### config.mk
export PLATFORM = sky130hd
export DESIGN_NAME = midi_note_event_encoder
export DESIGN_NICKNAME = d
export VERILOG_FILES = /design/src/sv/mnee_pkg.sv /design/src/sv/midi_note_event_encoder.sv /design/src/sv/mnee_front.sv /design/src/sv/mnee_queue.sv /design/src/sv/mnee_back.sv
export SDC_FILE = /design/constraint.sdc
export NUM_CORES = 1
export LEC_CHECK = 0
export BUFFER_PORTS_ARGS = -buffer_cell sky130_fd_sc_hd__buf_2
export CAP_MARGIN = 5
export CORE_MARGIN = 4
export CORE_UTILIZATION = 53
export CTS_BUF_LIST = sky130_fd_sc_hd__clkbuf_4 sky130_fd_sc_hd__clkbuf_8
export CTS_CLUSTER_SIZE = 30
export DETAILED_ROUTE_END_ITERATION = 10
export GPL_ROUTABILITY_DRIVEN = 0
export PLACE_DENSITY = 0.75
export RECOVER_POWER = 50
export SLEW_MARGIN = 5
export SYNTH_ARGS = -nofsm -noshare
export SYNTH_HDL_FRONTEND = slang
export SYNTH_SLANG_ARGS = --single-unit
### constraint.sdc
create_clock -name clk_i -period 4.8 [get_ports clk_i]
set_input_delay 0.24 -clock clk_i [delete_from_list [all_inputs] [get_ports clk_i]]
set_output_delay 0.24 -clock clk_i [all_outputs]
set_load 0.02 [all_outputs]
### src/sv/mnee_pkg.sv
// shared types and constants of the midi note event encoder
// no dependencies; imported by the top level, front, queue and back
`default_nettype none

package mnee_pkg;

  // port widths
  localparam int unsigned IN_DATA_W  = 48;
  localparam int unsigned OUT_DATA_W = 40;
  localparam int unsigned OUT_USER_W = 3;

  // track bytes
  localparam logic [7:0] BYTE_ZERO         = 8'h00;
  localparam logic [7:0] STATUS_NOTE_ON    = 8'h90;
  localparam logic [7:0] STATUS_NOTE_OFF   = 8'h80;
  localparam logic [7:0] STATUS_META       = 8'hff;
  localparam logic [7:0] META_END_OF_TRACK = 8'h2f;

  localparam logic [7:0]  DATA_MAX  = 8'd127;
  localparam logic [30:0] VLQ_LIMIT = 31'h0fff_ffff;

  // track length bookkeeping
  localparam logic [31:0] END_EVENT_SIZE = 32'd4;
  // seven fixed bytes of a note plus the shortest quantity
  localparam logic [3:0]  NOTE_MIN_BYTES = 4'd8;

  // byte positions inside one event
  localparam logic [3:0] STEP_DELTA  = 4'd0;
  localparam logic [3:0] STEP_STATUS = 4'd1;
  localparam logic [3:0] STEP_DATA1  = 4'd2;
  localparam logic [3:0] STEP_DATA2  = 4'd3;
  localparam logic [3:0] STEP_VLQ    = 4'd4;

  // positions in the note-off tail
  localparam logic [3:0] TAIL_STATUS = 4'd0;
  localparam logic [3:0] TAIL_KEY    = 4'd1;
  localparam logic [3:0] TAIL_LAST   = 4'd2;

  typedef enum logic {
    OP_NOTE   = 1'b0,
    OP_FINISH = 1'b1
  } op_e;

  typedef struct packed {
    logic dur_long;
    logic vel_high;
    logic note_high;
  } flags_t;

  // one classified event handed from the front to the back
  typedef struct packed {
    op_e         op;
    logic [7:0]  note;
    logic [7:0]  vel;
    logic [27:0] vlq_groups;  // four 7-bit groups, least significant first
    logic [1:0]  vlq_last;    // quantity length minus one
    flags_t      flags;
    logic [31:0] len;
  } evt_t;

endpackage

`default_nettype wire

### src/sv/midi_note_event_encoder.sv
// top level of the midi note event encoder: front, event queue and byte sequencer
// depends on mnee_pkg, mnee_front, mnee_queue and mnee_back
`default_nettype none

// Turns note events into MIDI track bytes, one byte per output beat. A note
// beat yields 00 90 note velocity, the duration as a big-endian variable-length
// quantity of one to four bytes, then 80 note 00: eight to eleven output beats.
// A finish beat yields 00 ff 2f 00 (four beats) and returns the track length to
// four. Every output beat carries the track length after its event, saturating
// at 32 bits, and the range flags of that event (zero on finish); tlast marks an
// event's final byte. The front accepts an input beat in any cycle that the
// event queue has room, so input beats may come back to back; the sustained
// rate is set by the back end, which emits one byte per cycle on the output
// port while the output is not stalled. From input acceptance to the first
// output beat, an event passes through the event queue and then the output
// register.

module midi_note_event_encoder
  import mnee_pkg::*;
#(
  parameter int unsigned QUEUE_DEPTH = 2  // events held between front and back, 2 to 16
) (
  input  wire                   clk_i,
  input  wire                   rst_ni,
  // input beats
  input  wire                   s_axis_tvalid_i,
  output logic                  s_axis_tready_o,
  input  wire  [IN_DATA_W-1:0]  s_axis_tdata_i,   // note_number, note_velocity,
                                                  // note_duration (31), zero pad
  input  wire  [0:0]            s_axis_tuser_i,   // operation
  // output beats
  output logic                  m_axis_tvalid_o,
  input  wire                   m_axis_tready_i,
  output logic [OUT_DATA_W-1:0] m_axis_tdata_o,   // out_byte, track_length (32)
  output logic                  m_axis_tlast_o,   // last_byte
  output logic [OUT_USER_W-1:0] m_axis_tuser_o    // note_too_high, velocity_too_high,
                                                  // duration_too_long
);

  evt_t   push_evt, head_evt;
  logic   push, pop, full, empty;
  logic [7:0]  out_byte;
  logic [31:0] out_len;
  flags_t out_flags;

  // classify and size each event, keep the running length
  mnee_front u_front (
    .clk_i      (clk_i),
    .rst_ni     (rst_ni),
    .in_valid_i (s_axis_tvalid_i),
    .in_ready_o (s_axis_tready_o),
    .in_op_i    (op_e'(s_axis_tuser_i[0])),
    .note_i     (s_axis_tdata_i[7:0]),
    .vel_i      (s_axis_tdata_i[15:8]),
    .dur_i      (s_axis_tdata_i[46:16]),
    .full_i     (full),
    .push_o     (push),
    .evt_o      (push_evt)
  );

  // decouples input acceptance from byte emission
  mnee_queue #(
    .DEPTH (QUEUE_DEPTH)
  ) u_queue (
    .clk_i   (clk_i),
    .rst_ni  (rst_ni),
    .push_i  (push),
    .data_i  (push_evt),
    .full_o  (full),
    .pop_i   (pop),
    .empty_o (empty),
    .data_o  (head_evt)
  );

  // one byte per beat from the head event, registered output
  mnee_back u_back (
    .clk_i       (clk_i),
    .rst_ni      (rst_ni),
    .evt_i       (head_evt),
    .empty_i     (empty),
    .pop_o       (pop),
    .out_ready_i (m_axis_tready_i),
    .out_valid_o (m_axis_tvalid_o),
    .byte_o      (out_byte),
    .last_o      (m_axis_tlast_o),
    .flags_o     (out_flags),
    .len_o       (out_len)
  );

  assign m_axis_tdata_o = {out_len, out_byte};
  assign m_axis_tuser_o = {out_flags.dur_long, out_flags.vel_high, out_flags.note_high};

endmodule

`default_nettype wire

### src/sv/mnee_front.sv
// front end: accepts input beats, checks ranges, sizes the quantity
// and keeps the running track length; uses mnee_pkg
`default_nettype none

module mnee_front
  import mnee_pkg::*;
(
  input  wire         clk_i,
  input  wire         rst_ni,
  input  wire         in_valid_i,
  output logic        in_ready_o,
  input  op_e         in_op_i,
  input  wire  [7:0]  note_i,
  input  wire  [7:0]  vel_i,
  input  wire  [30:0] dur_i,
  input  wire         full_i,
  output logic        push_o,
  output evt_t        evt_o
);

  logic [31:0] count_q, count_d;
  logic        dur_long;
  logic [1:0]  vlq_last;
  logic [32:0] sum;
  logic [31:0] sat_len;

  assign in_ready_o = !full_i;
  assign push_o     = in_valid_i && !full_i;

  always_comb begin
    dur_long = dur_i > VLQ_LIMIT;
    if (dur_long) begin
      vlq_last = 2'd0;
    end else if (dur_i[27:21] != 7'd0) begin
      vlq_last = 2'd3;
    end else if (dur_i[20:14] != 7'd0) begin
      vlq_last = 2'd2;
    end else if (dur_i[13:7] != 7'd0) begin
      vlq_last = 2'd1;
    end else begin
      vlq_last = 2'd0;
    end
    sum     = {1'b0, count_q} + 33'(NOTE_MIN_BYTES) + 33'(vlq_last);
    sat_len = sum[32] ? 32'hffff_ffff : sum[31:0];
  end

  always_comb begin
    evt_o.op         = in_op_i;
    evt_o.note       = note_i;
    evt_o.vel        = vel_i;
    evt_o.vlq_groups = dur_long ? 28'd0 : dur_i[27:0];
    evt_o.vlq_last   = vlq_last;
    count_d          = count_q;
    if (in_op_i == OP_FINISH) begin
      evt_o.flags = '0;
      evt_o.len   = count_q;
      if (push_o) begin
        count_d = END_EVENT_SIZE;
      end
    end else begin
      evt_o.flags.note_high = note_i > DATA_MAX;
      evt_o.flags.vel_high  = vel_i > DATA_MAX;
      evt_o.flags.dur_long  = dur_long;
      evt_o.len             = sat_len;
      if (push_o) begin
        count_d = sat_len;
      end
    end
  end

  always_ff @(posedge clk_i or negedge rst_ni) begin
    if (!rst_ni) begin
      count_q <= END_EVENT_SIZE;
    end else begin
      count_q <= count_d;
    end
  end

endmodule

`default_nettype wire

### src/sv/mnee_queue.sv
// small event queue between front and back
// uses mnee_pkg for the event type
`default_nettype none

module mnee_queue
  import mnee_pkg::*;
#(
  parameter int unsigned DEPTH = 2
) (
  input  wire   clk_i,
  input  wire   rst_ni,
  input  wire   push_i,
  input  evt_t  data_i,
  output logic  full_o,
  input  wire   pop_i,
  output logic  empty_o,
  output evt_t  data_o
);

  localparam int unsigned PTR_W = (DEPTH > 1) ? $clog2(DEPTH) : 1;
  localparam int unsigned CNT_W = $clog2(DEPTH + 1);

  evt_t             mem_q [DEPTH];
  logic [PTR_W-1:0] wr_ptr_q, rd_ptr_q;
  logic [CNT_W-1:0] count_q;

  assign full_o  = count_q == CNT_W'(DEPTH);
  assign empty_o = count_q == '0;
  assign data_o  = mem_q[rd_ptr_q];

  always_ff @(posedge clk_i) begin
    if (push_i) begin
      mem_q[wr_ptr_q] <= data_i;
    end
  end

  always_ff @(posedge clk_i or negedge rst_ni) begin
    if (!rst_ni) begin
      wr_ptr_q <= '0;
      rd_ptr_q <= '0;
      count_q  <= '0;
    end else begin
      if (push_i) begin
        wr_ptr_q <= (wr_ptr_q == PTR_W'(DEPTH - 1)) ? '0 : wr_ptr_q + 1'b1;
      end
      if (pop_i) begin
        rd_ptr_q <= (rd_ptr_q == PTR_W'(DEPTH - 1)) ? '0 : rd_ptr_q + 1'b1;
      end
      if (push_i && !pop_i) begin
        count_q <= count_q + 1'b1;
      end else if (pop_i && !push_i) begin
        count_q <= count_q - 1'b1;
      end
    end
  end

endmodule

`default_nettype wire

### src/sv/mnee_back.sv
// back end: walks the head event one byte per beat into an output register
// uses mnee_pkg
`default_nettype none

module mnee_back
  import mnee_pkg::*;
(
  input  wire         clk_i,
  input  wire         rst_ni,
  input  evt_t        evt_i,
  input  wire         empty_i,
  output logic        pop_o,
  input  wire         out_ready_i,
  output logic        out_valid_o,
  output logic [7:0]  byte_o,
  output logic        last_o,
  output flags_t      flags_o,
  output logic [31:0] len_o
);

  logic        valid_q;
  logic [3:0]  step_q, step_d;
  logic [7:0]  byte_q;
  logic        last_q;
  flags_t      flags_q;
  logic [31:0] len_q;

  logic        advance, take;
  logic [3:0]  rel, tail_idx;
  logic [1:0]  grp_idx;
  logic [6:0]  grp;
  logic [7:0]  next_byte;
  logic        next_last;

  assign advance = !valid_q || out_ready_i;
  assign take    = advance && !empty_i;
  assign pop_o   = take && next_last;

  always_comb begin
    rel      = step_q - STEP_VLQ;
    tail_idx = rel - {2'b00, evt_i.vlq_last} - 4'd1;
    grp_idx  = evt_i.vlq_last - rel[1:0];
    case (grp_idx)
      2'd0:    grp = evt_i.vlq_groups[6:0];
      2'd1:    grp = evt_i.vlq_groups[13:7];
      2'd2:    grp = evt_i.vlq_groups[20:14];
      default: grp = evt_i.vlq_groups[27:21];
    endcase

    next_byte = BYTE_ZERO;
    if (evt_i.op == OP_FINISH) begin
      // end of track: 00 ff 2f 00
      case (step_q)
        STEP_STATUS: next_byte = STATUS_META;
        STEP_DATA1:  next_byte = META_END_OF_TRACK;
        default:     next_byte = BYTE_ZERO;
      endcase
      next_last = step_q == STEP_DATA2;
    end else begin
      case (step_q)
        STEP_DELTA:  next_byte = BYTE_ZERO;
        STEP_STATUS: next_byte = STATUS_NOTE_ON;
        STEP_DATA1:  next_byte = evt_i.note;
        STEP_DATA2:  next_byte = evt_i.vel;
        default: begin
          if (rel <= {2'b00, evt_i.vlq_last}) begin
            // continuation bit on all but the final group
            next_byte = {rel[1:0] != evt_i.vlq_last, grp};
          end else begin
            case (tail_idx)
              TAIL_STATUS: next_byte = STATUS_NOTE_OFF;
              TAIL_KEY:    next_byte = evt_i.note;
              default:     next_byte = BYTE_ZERO;
            endcase
          end
        end
      endcase
      next_last = (step_q >= STEP_VLQ) && (tail_idx == TAIL_LAST);
    end

    step_d = step_q;
    if (take) begin
      step_d = next_last ? STEP_DELTA : step_q + 4'd1;
    end
  end

  always_ff @(posedge clk_i or negedge rst_ni) begin
    if (!rst_ni) begin
      valid_q <= 1'b0;
      step_q  <= STEP_DELTA;
    end else begin
      if (advance) begin
        valid_q <= !empty_i;
      end
      step_q <= step_d;
    end
  end

  always_ff @(posedge clk_i) begin
    if (take) begin
      byte_q  <= next_byte;
      last_q  <= next_last;
      flags_q <= evt_i.flags;
      len_q   <= evt_i.len;
    end
  end

  assign out_valid_o = valid_q;
  assign byte_o      = byte_q;
  assign last_o      = last_q;
  assign flags_o     = flags_q;
  assign len_o       = len_q;

endmodule

`default_nettype wire

Word level (Yosys, flattened, before mapping) --
Memory sizes are Yosys's and may differ from the RTL's. Cells that the tools add are included.
Operators by class: equality and inequality tests 9, order comparisons 5, add/subtract/negate cells 11, reductions and logical operators 20, muxes and demuxes 24
Operator list (count):
- 2-to-1 mux 32 bit | 4
- 2-to-1 mux 35 bit | 1
- adder 32 x 4 -> 33 bit (second input constant) | 1
- adder 33 x 2 -> 33 bit | 1
- one-hot mux 8 bit (2 select lines) | 2
- one-hot mux 8 bit (4 select lines) | 1
- greater-than comparator 31 x 28 -> 1 bit (second input constant) | 1
- 2-to-1 mux 28 bit | 1
- one-hot mux 7 bit (3 select lines) | 1
- nonzero test 7 bit | 3
- greater-than comparator 8 x 7 -> 1 bit (second input constant) | 2
- 2-to-1 mux 8 bit | 2
- equality test 4 x 2 -> 1 bit (second input constant) | 3
- 2-to-1 mux 2 bit | 5
- equality test 4 x 1 -> 1 bit (second input constant) | 2
- logical NOT 4 bit | 2
- logical AND 1 bit | 6
- 2-to-1 mux 1 bit | 6
- logical NOT 1 bit | 5
- adder 4 x 1 -> 4 bit (second input constant) | 1
- equality test 2 bit (second input constant) | 2
- >= comparator 4 x 3 -> 1 bit (second input constant) | 1
- less-or-equal comparator 4 x 2 -> 1 bit | 1
- logical NOT 2 bit | 2
- other kinds (12) | 13
Word-level totals: RAM bits 164, logic and storage cells 82, output and inout bits 46, memories 1, register bits after elaboration 85, input bits 53
Memories:
- u_queue.mem_q | words 2, bits a word 82, read ports 1, clocked after memory_dff 0, wr ports 1, line mnee_queue.sv:23 | evt_t mem_q [DEPTH];

Logic depth before layout (Yosys ltp) --
Gate-level depths: netlist (run 1).
depth in word-level cells 10, mapped depth 17, mapped depth without buffers 12

By module --
Synthesis (run 1) repeated with hierarchy kept, for this count alone.
Second synthesis, totals: cell total of the unflattened synthesis 823, area total of the unflattened synthesis 11757.5 um^2
Modules (own cells, without submodules):
- mnee_queue | times used 1, seq. area each 5024.8 um^2, cells an instance 271, area an instance 6453.7 um^2
- mnee_front | times used 1, seq. area each 802.0 um^2, cells an instance 384, area an instance 2946.6 um^2
- mnee_back | times used 1, seq. area each 1446.4 um^2, cells an instance 168, area an instance 2357.3 um^2

Least setup slack after synthesis (run 1) --
No wires, ideal clock.
path type reg-to-reg, start register u_queue.count_q[0], end memory u_queue.mem_q[0][0] (netlist name), enable pin, stages on the path, launching flop included 5, data required time 4.277 ns, path slack -0.188 ns, arrival time 4.464 ns, path buffers 1, cell sequence dfrtp_1 -> nand2b_1 -> nand2_1 -> buf_1 -> nor2_1
Between the ends: word-level cells in the longest chain between the ends 5
Ends and longest elaborated chain:
- start: declaration | line mnee_queue.sv:25 | logic [CNT_W-1:0] count_q;
- start signal: assignment | line mnee_queue.sv:50 | count_q <= count_q + 1'b1;
- start signal: assignment | line mnee_queue.sv:52 | count_q <= count_q - 1'b1;
- equality test 2 bit | line mnee_queue.sv:27 | assign full_o = count_q == CNT_W'(DEPTH);
- logical NOT 1 bit
- named net s_axis_tready_o | line midi_note_event_encoder.sv:27 | output logic s_axis_tready_o,
- logical AND 1 bit | line mnee_front.sv:28 | assign push_o = in_valid_i && !full_i;
- 2-to-1 mux 1 bit | line mnee_queue.sv:32 | if (push_i) begin
- 2-to-1 mux 1 bit (implied by the code) | line mnee_queue.sv:33 | mem_q[wr_ptr_q] <= data_i;
- end: declaration | line mnee_queue.sv:23
The timed path passes the listed nets, and every way through them passes these cells.

==> results of run 1 <==
==> layout make-up <==
cell class / count / area [µm²]
fillers: 1611 / 7700
multi-input cells: 524 / 3650
clock buffers: 52 / 647
well taps: 270 / 338
flip-flops and latches: 249 / 7280
inverters: 19 / 71.3
clock inverters: 15 / 98.8
repair buffers: 134 / 711
==> power groups by stage <==
stage | Sequential [mW] | Combinational (mW) | Clock, mW
2_1_floorplan | 3.47 | 1.48 | 0
3_3_place_gp | 3.31 | 2.26 | 0
3_5_place_dp | 3.33 | 2.31 | 0
4_1_cts | 3.30 | 2.33 | 1.76
5_1_grt | 3.37 | 2.50 | 1.86
6_report | 3.31 | 2.27 | 1.71
==> cell usage after synthesis (18+ instances only) <==
| cell type | count | share of area [%] |
|---|---|---|
| edfxtp_1 | 208 | 56 |
| mux2_2 | 53 | 5.3 |
| a21oi_1 | 47 | 2.1 |
| nand2_1 | 44 | 1.5 |
| dfrtp_1 | 40 | 9.0 |
| o21ai_0 | 38 | 1.7 |
| and2_1 | 32 | 1.8 |
| clkbuf_1 | 30 | 1.0 |
| nor3_1 | 30 | 1.3 |
| a31oi_1 | 28 | 1.6 |
| mux2i_1 | 25 | 2.2 |
| nor2_1 | 24 | 0.81 |
| nand3_1 | 23 | 1.0 |
| inv_1 | 18 | 0.60 |
==> per-layer routing <==
metal | share of wire, % | GRT usage [%] | routed length (µm) | vias up
met5 | 0 | 0 | 0 | -
met4 | 2.0 | 5.94 | 483 | 0
met3 | 6.6 | 3.90 | 1550 | 39
met2 | 45 | 31.0 | 10700 | 271
met1 | 46 | 29.3 | 10800 | 3683
li1 | - | - | - | 3529
==> worst register-to-register path, stage by stage, from the launching register on <==
cell and delay, ns:
dfrtp_4 0.66, clkbuf_1 1.38, mux2i_1 0.59, nand2_1 0.11, a21oi_1 0.24, o21ai_0 0.22
ha_1 0.28, xor2_1 0.14, nor2_1 0.11, xor2_1 0.16
==> registers in the layout, indices dropped and copies added, names as in the netlist <==
signal / flops
u_queue.mem_q: 164
u_back.out_valid_o: 1
u_queue.wr_ptr_q: 1
u_front.count_q: 32
u_back.len_o: 32
u_queue.rd_ptr_q: 1
u_back.flags_o: 3
u_back.byte_o: 8
u_back.last_o: 1
u_back.step_q: 4
u_queue.count_q: 2
==> cells by family (layout without fill, tap and decap cells) <==
logic type      Yosys count  count (layout)  share of synthesized area, %
xor+xnor                  5               5                         0.392
buf+inv                  68             220                          2.42
mux                      78              78                          7.58
simple gates            236             236                          11.9
flops                   249             249                          65.1
fa+ha+maj                14              14                          1.70
compound gates          191             191                          10.9
==> worst paths after layout <==
check / start / to / slack (ns) / depth (start not counted)
worst max-delay path: s_axis_tdata_i[46] / u_queue.mem_q[1][2] / 0.80 / 10
worst min-delay path: s_axis_tdata_i[39] / u_queue.mem_q[0][60] / 0.05 / 2
worst max register to register: u_queue.rd_ptr_q / u_queue.count_q[1] / 0.83 / 9
worst min register to register: u_queue.count_q[1] / u_queue.count_q[1] / 0.53 / 1
max in group asynchronous: rst_ni / u_queue.rd_ptr_q / 2.16 / 2
min in group asynchronous: rst_ni / u_front.count_q[19] / 0.98 / 2
==> per-stage QoR <==
| stage | total power, mW | setup slack (ns) | instances |
|---|---|---|---|
| CTS | 7.38 | 1.08 | 1263 |
| finish | 7.29 | 0.804 | 1263 |
| global placement | 5.58 | 0.631 | 1179 |
| detailed placement | 5.64 | 0.591 | 1179 |
| global route | 7.72 | 0.449 | 1263 |
| floorplan | 4.94 | 0.830 | 841 |
==> out/qor.yml, run 1 <==
die_h_um: 153
path_cells: "buf_2 -> nor3_1 -> clkbuf_1 -> a21boi_0 -> fa_1 -> a21oi_1 -> or4b_2 -> nor3_4 -> o21ai_0 -> a21oi_1"
placed_area_mm2: 0.0120
cts_tree: "done"
clock_sinks: 249
final_cell_mix: "208 x edfxtp_1, 66 x clkbuf_1, 51 x mux2_2, 47 x a21oi_1, 44 x nand2_1"
path_clk_slew_ns: 0.06
coreArea_mm2: 0.0205
failed_checks: "capacitance limit, slew limit"
status: "complete, but fails checks"
ys_warn_count: 0
fin_hold_ws_ns: 0.0475
clock_latency_ns: 0.53
critPathCaptureType: "flip-flop"
area.growth.synth_to_final_pct: 14.4
drt.antenna.violating_nets: 0
grt_pass1_wl_mm: 38.6
async_flop_share_pct: 16.5
cts_root_buffer: "clkbuf_8"
fin_crit_ns: 4.00
grt_overflow: 0
drt-total-wl_mm: 23.6
maxCapViolCount: 3
drv_slew: 105
synth_top_flop_cell: "edfxtp_1"
critical_path.max_fanout: 31
vias_per_cell: 5.96
synth_cells: 841
max_freq_ghz: 0.250
final_common_cell: "edfxtp_1"
cts_resized: 0
port_buffers: 97
setup_tns_ns: 0
mappedNetlistArea_mm2: 0.0112
cp.arrival_ns: 4.34
synth_edf_count: 208
drc: 0
powerDensity_mw_per_mm2: 570
drtIter0Drc: 789
rsz0062_at_grt: "false"
setup.worst_path.start_class: "primary input"
fp.dieArea_mm2: 0.0235
rows: 52
syn-mean-instance-area_um2: 13.3
crit_path_top_delay_cell: "clkbuf_1"
critPathMaxStageDelay_ns: 0.86
slew_headroom_pct: -57.6
clock_skew_ns: 0.0350
vias: 7522
peakVddDrop_mv: 0.276
cts_hold_buf: 17
diodes: 0
final_util_pct: 62.4
critical_path_required_ns: 5.14
comb_power_share_pct: 31.1
drive_above_1_share_pct: 18.7
synth_seq_area_share_pct: 65.1
crit_buf_inv: 2
postCtsSetupRepairBufs: 0
p_switching_mw: 2.50
finalSetupViolCount: 0
antenna_found_initial: 0
critPathTopFamily: "simple AND/OR/NAND/NOR gates"
clkPwrFrac_pct: 23.5
firstDrtPassIters: 5
p_int_mw: 4.79
cts_buffers: 39
grt_util_all_layers_pct: 20.1
fin_nets: 1034
clk_path_buf_depth: 3
p_leak_nw: 4.52
ys_ff_latch: 249
hold_viol: 0
hold_class: "primary input to flip-flop"
seqPwrFrac_pct: 45.4
start_util_pct: 54.5
crit_top_cell: "a21oi_1"
p_sw_share_pct: 34.3
hpwlAfterDp_mm: 15.0
htreeDepth: 2
fin_area_mm2: 0.0128
path_class: "primary input to flip-flop"
grt_pass1_vias: 7368
wire_per_inst_um: 18.7
grt_max_degree: 59
synth_cell_types: 63
ioPinCount: 99
worst_slew_pin_slew_ns: 2.36
synth_nets: 908
min_period_over_period_pct: 83.2
die_x_um: 153
(Power assumes the default switching activity.)
==> run 2, diff against run 1 <==
--- a/config.mk
+++ b/config.mk
@@ -13,7 +13,7 @@
 export CTS_CLUSTER_SIZE = 30
 export DETAILED_ROUTE_END_ITERATION = 10
 export GPL_ROUTABILITY_DRIVEN = 0
-export PLACE_DENSITY = 0.75
+export PLACE_DENSITY = 0.72
 export RECOVER_POWER = 50
 export SLEW_MARGIN = 5
 export SYNTH_ARGS = -nofsm -noshare
==> constraint.sdc (replaced) <==
create_clock -name clk_i -period 3.9 [get_ports clk_i]
set_input_delay 0.195 -clock clk_i [delete_from_list [all_inputs] [get_ports clk_i]]
set_output_delay 0.195 -clock clk_i [all_outputs]
set_load 0.02 [all_outputs]
==> run 2 against run 1 <==
The run still ends with capacitance limit, slew limit left. Via count is 2.0% higher. Clock skew shrank 0.019 ns. Cell area rose by 3.9%.
==> out/qor.yml, run 2 (same netlist as run 1, synthesis figures left out) <==
path_clk_slew_ns: 0.06  # about the same
antenna_found_initial: 0  # unchanged
p_switching_mw: 3.12  # +25%
clock_sinks: 249  # unchanged
clk_path_buf_depth: 3  # unchanged
drt.antenna.violating_nets: 0  # unchanged
p_int_mw: 5.99  # +25%
maxCapViolCount: 1  # -2
worst_slew_pin_slew_ns: 2.36  # +0.000201 ns
diodes: 0  # unchanged
drc: 0  # unchanged
grt_pass1_wl_mm: 39.7  # +3.0%
hold_viol: 0  # unchanged
firstDrtPassIters: 5  # unchanged
cts_root_buffer: "clkbuf_8"
coreArea_mm2: 0.0205  # unchanged
finalSetupViolCount: 0  # unchanged
powerDensity_mw_per_mm2: 686  # +20%
clock_latency_ns: 0.53  # about the same
clock_skew_ns: 0.0157  # -0.0193 ns
critical_path_required_ns: 4.14  # -1.00 ns
rows: 52  # unchanged
fp.dieArea_mm2: 0.0235  # unchanged
fin_crit_ns: 3.75
gr-usage-met2_pct: 32.1  # +1.1 points
grt_util_all_layers_pct: 20.9  # +0.83 points
die_x_um: 153  # unchanged
peakVddDrop_mv: 0.397  # +44%
drt-total-wl_mm: 24.7  # +4.8%
setup.worst_path.start_class: "primary input"
fin_area_mm2: 0.0133  # +3.9%
cp.arrival_ns: 3.99  # -0.35 ns
grt_util_met3_pct: 3.87  # -0.028 points
drive_above_1_share_pct: 20.1  # +1.3 points
r2r_cells: 8  # -1
p_sw_share_pct: 34.2  # -0.077 points
path_class: "primary input to flip-flop"
critical_path.max_fanout: 5  # -84%
critPathMaxStageDelay_ns: 0.56  # -0.30 ns
grt-busiest-layer: "met2"
critPathCaptureType: "flip-flop"
htreeDepth: 2  # unchanged
min_delay_path_depth: 1  # -1
final_cell_mix: "208 x edfxtp_1, 65 x clkbuf_1, 48 x mux2_2, 47 x a21oi_1, 46 x dlygate4sd3_1"
slew_headroom_pct: -57.6  # about the same
met1_usage_pct: 30.8  # +1.6 points
min_period_over_period_pct: 96.1
path_cells: "dlygate4sd3_1 -> clkbuf_1 -> or4_1 -> o41ai_1 -> a21boi_0 -> ha_1 -> fa_1 -> a21oi_1 -> or4b_2 -> nor3_4 -> buf_4 -> nor3_1 -> a21oi_1"
drv_slew: 42  # -60%
vias: 7676  # +2.0%
ioPinCount: 99  # unchanged
hold_class: "primary input to flip-flop"
area.growth.synth_to_final_pct: 18.9
grt_max_degree: 68  # +15%
vias_per_cell: 5.83  # -2.1%
cts_tree: "done"
pre_cts_ws_ns: -0.172  # -0.763 ns
clkPwrFrac_pct: 23.7  # +0.2 points
crit_top_cell: "a21oi_1"
largest_reg_flops: 164  # unchanged
final.setup.worst_slack_ns: 0.151  # -0.653 ns
die_h_um: 153  # unchanged
dpl.cell_count: 1203  # +2.0%
stdcell_count: 1317  # +4.3%
grt_pass1_vias: 7516  # +2.0%
grt_overflow: 0  # unchanged
comb_power_share_pct: 32.1  # +1.0 points
failed_checks: "capacitance limit, slew limit"
postCtsSetupRepairBufs: 0  # unchanged
fin_nets: 1088  # +5.2%
top_register: "u_queue.mem_q"
seqPwrFrac_pct: 44.2  # -1.2 points
hpwlAfterDp_mm: 15.5  # +3.5%
wire_per_inst_um: 18.8  # +0.54%
crit_path_top_delay_cell: "dlygate4sd3_1"
drtIter0Drc: 645  # -18%
cts_buffers: 40  # +2.6%
p_leak_nw: 4.77  # +5.5%
port_buffers: 97  # unchanged
final_common_cell: "edfxtp_1"
placed_area_mm2: 0.0122  # +1.5%
max_freq_ghz: 0.267
status: "complete, but fails checks"
start_util_pct: 54.5  # unchanged
run 2: cell count changes in the layout (fill, tap and decap cells not counted), sizes merged:
cell / before / now
buf: 51 / 72
clkbuf: 118 / 124
clkinv: 14 / 11
clkinvlp: 1 / 2
dlygate4sd3: 17 / 46
run 2: repair_timing:
item                                    4_1_cts  5_1_grt
endpoints found under the setup margin        0        5
hold endpoints to repair                    129        0
hold buffers                                 46        0
resized for setup                             0        2
run 2: worst paths after layout:
| check | start | slack, ns | endpoint |
|---|---|---|---|
| min | s_axis_tuser_i | 0.24 | u_queue.mem_q[0][81] |
| max | s_axis_tdata_i[25] | 0.15 | u_queue.mem_q[0][0] |
| max in group asynchronous | rst_ni | 1.29 | u_queue.rd_ptr_q |
| min reg2reg | u_queue.count_q[1] | 0.52 | u_queue.count_q[1] |
| min in group asynchronous | rst_ni | 0.93 | u_front.count_q[10] |
| max reg2reg | u_queue.rd_ptr_q | 0.69 | u_back.byte_o[2] |
run 2: critical path, delay by kind of cell:
| family | cells | cell delay (ns) |
|---|---|---|
| and+or+nand+nor | 4 | 1.16 |
| buffers and inverters | 3 | 0.86 |
| adders and majority gates | 2 | 0.67 |
| AOI/OAI and AO/OA | 4 | 1.08 |
run 2: final cells by class:
| cell class | instances | area [µm²] |
|---|---|---|
| Multi-Input combinational cell | 524 | 3660 |
| Inverter | 19 | 71.3 |
| Timing Repair Buffer | 187 | 1180 |
| Tap cell | 270 | 338 |
| Clock inverter | 13 | 86.3 |
| Clock buffer | 55 | 682 |
| Sequential cell | 249 | 7280 |
| Fill cell | 1585 | 7200 |
run 2: power groups by stage:
stage	logic, mW	registers [mW]	clock network, mW
2_1_floorplan	1.82	4.27	0
3_3_place_gp	2.91	4.04	0
5_1_grt	3.21	4.10	2.34
3_5_place_dp	2.96	4.06	0
6_report	2.93	4.03	2.16
4_1_cts	3.01	4.01	2.20
run 2: metal layers:
layer	vias to the layer above	wire length [µm]
li1	3625	-
met1	3713	11300
met2	298	11200
met3	40	1840
met4	0	403
met5	-	0
run 2: through the flow:
stage          utilization (%)  power (mW)  hold WS, ns  TNS [ns]
2_1_floorplan                -        6.09       -0.101         0
3_3_place_gp              59.3        6.95        0.384    -0.332
3_5_place_dp              59.3        7.02        0.388     -1.23
4_1_cts                   65.3        9.23        0.153         0
5_1_grt                   64.9        9.65        0.233   -0.0809
6_report                  64.9        9.12        0.241         0
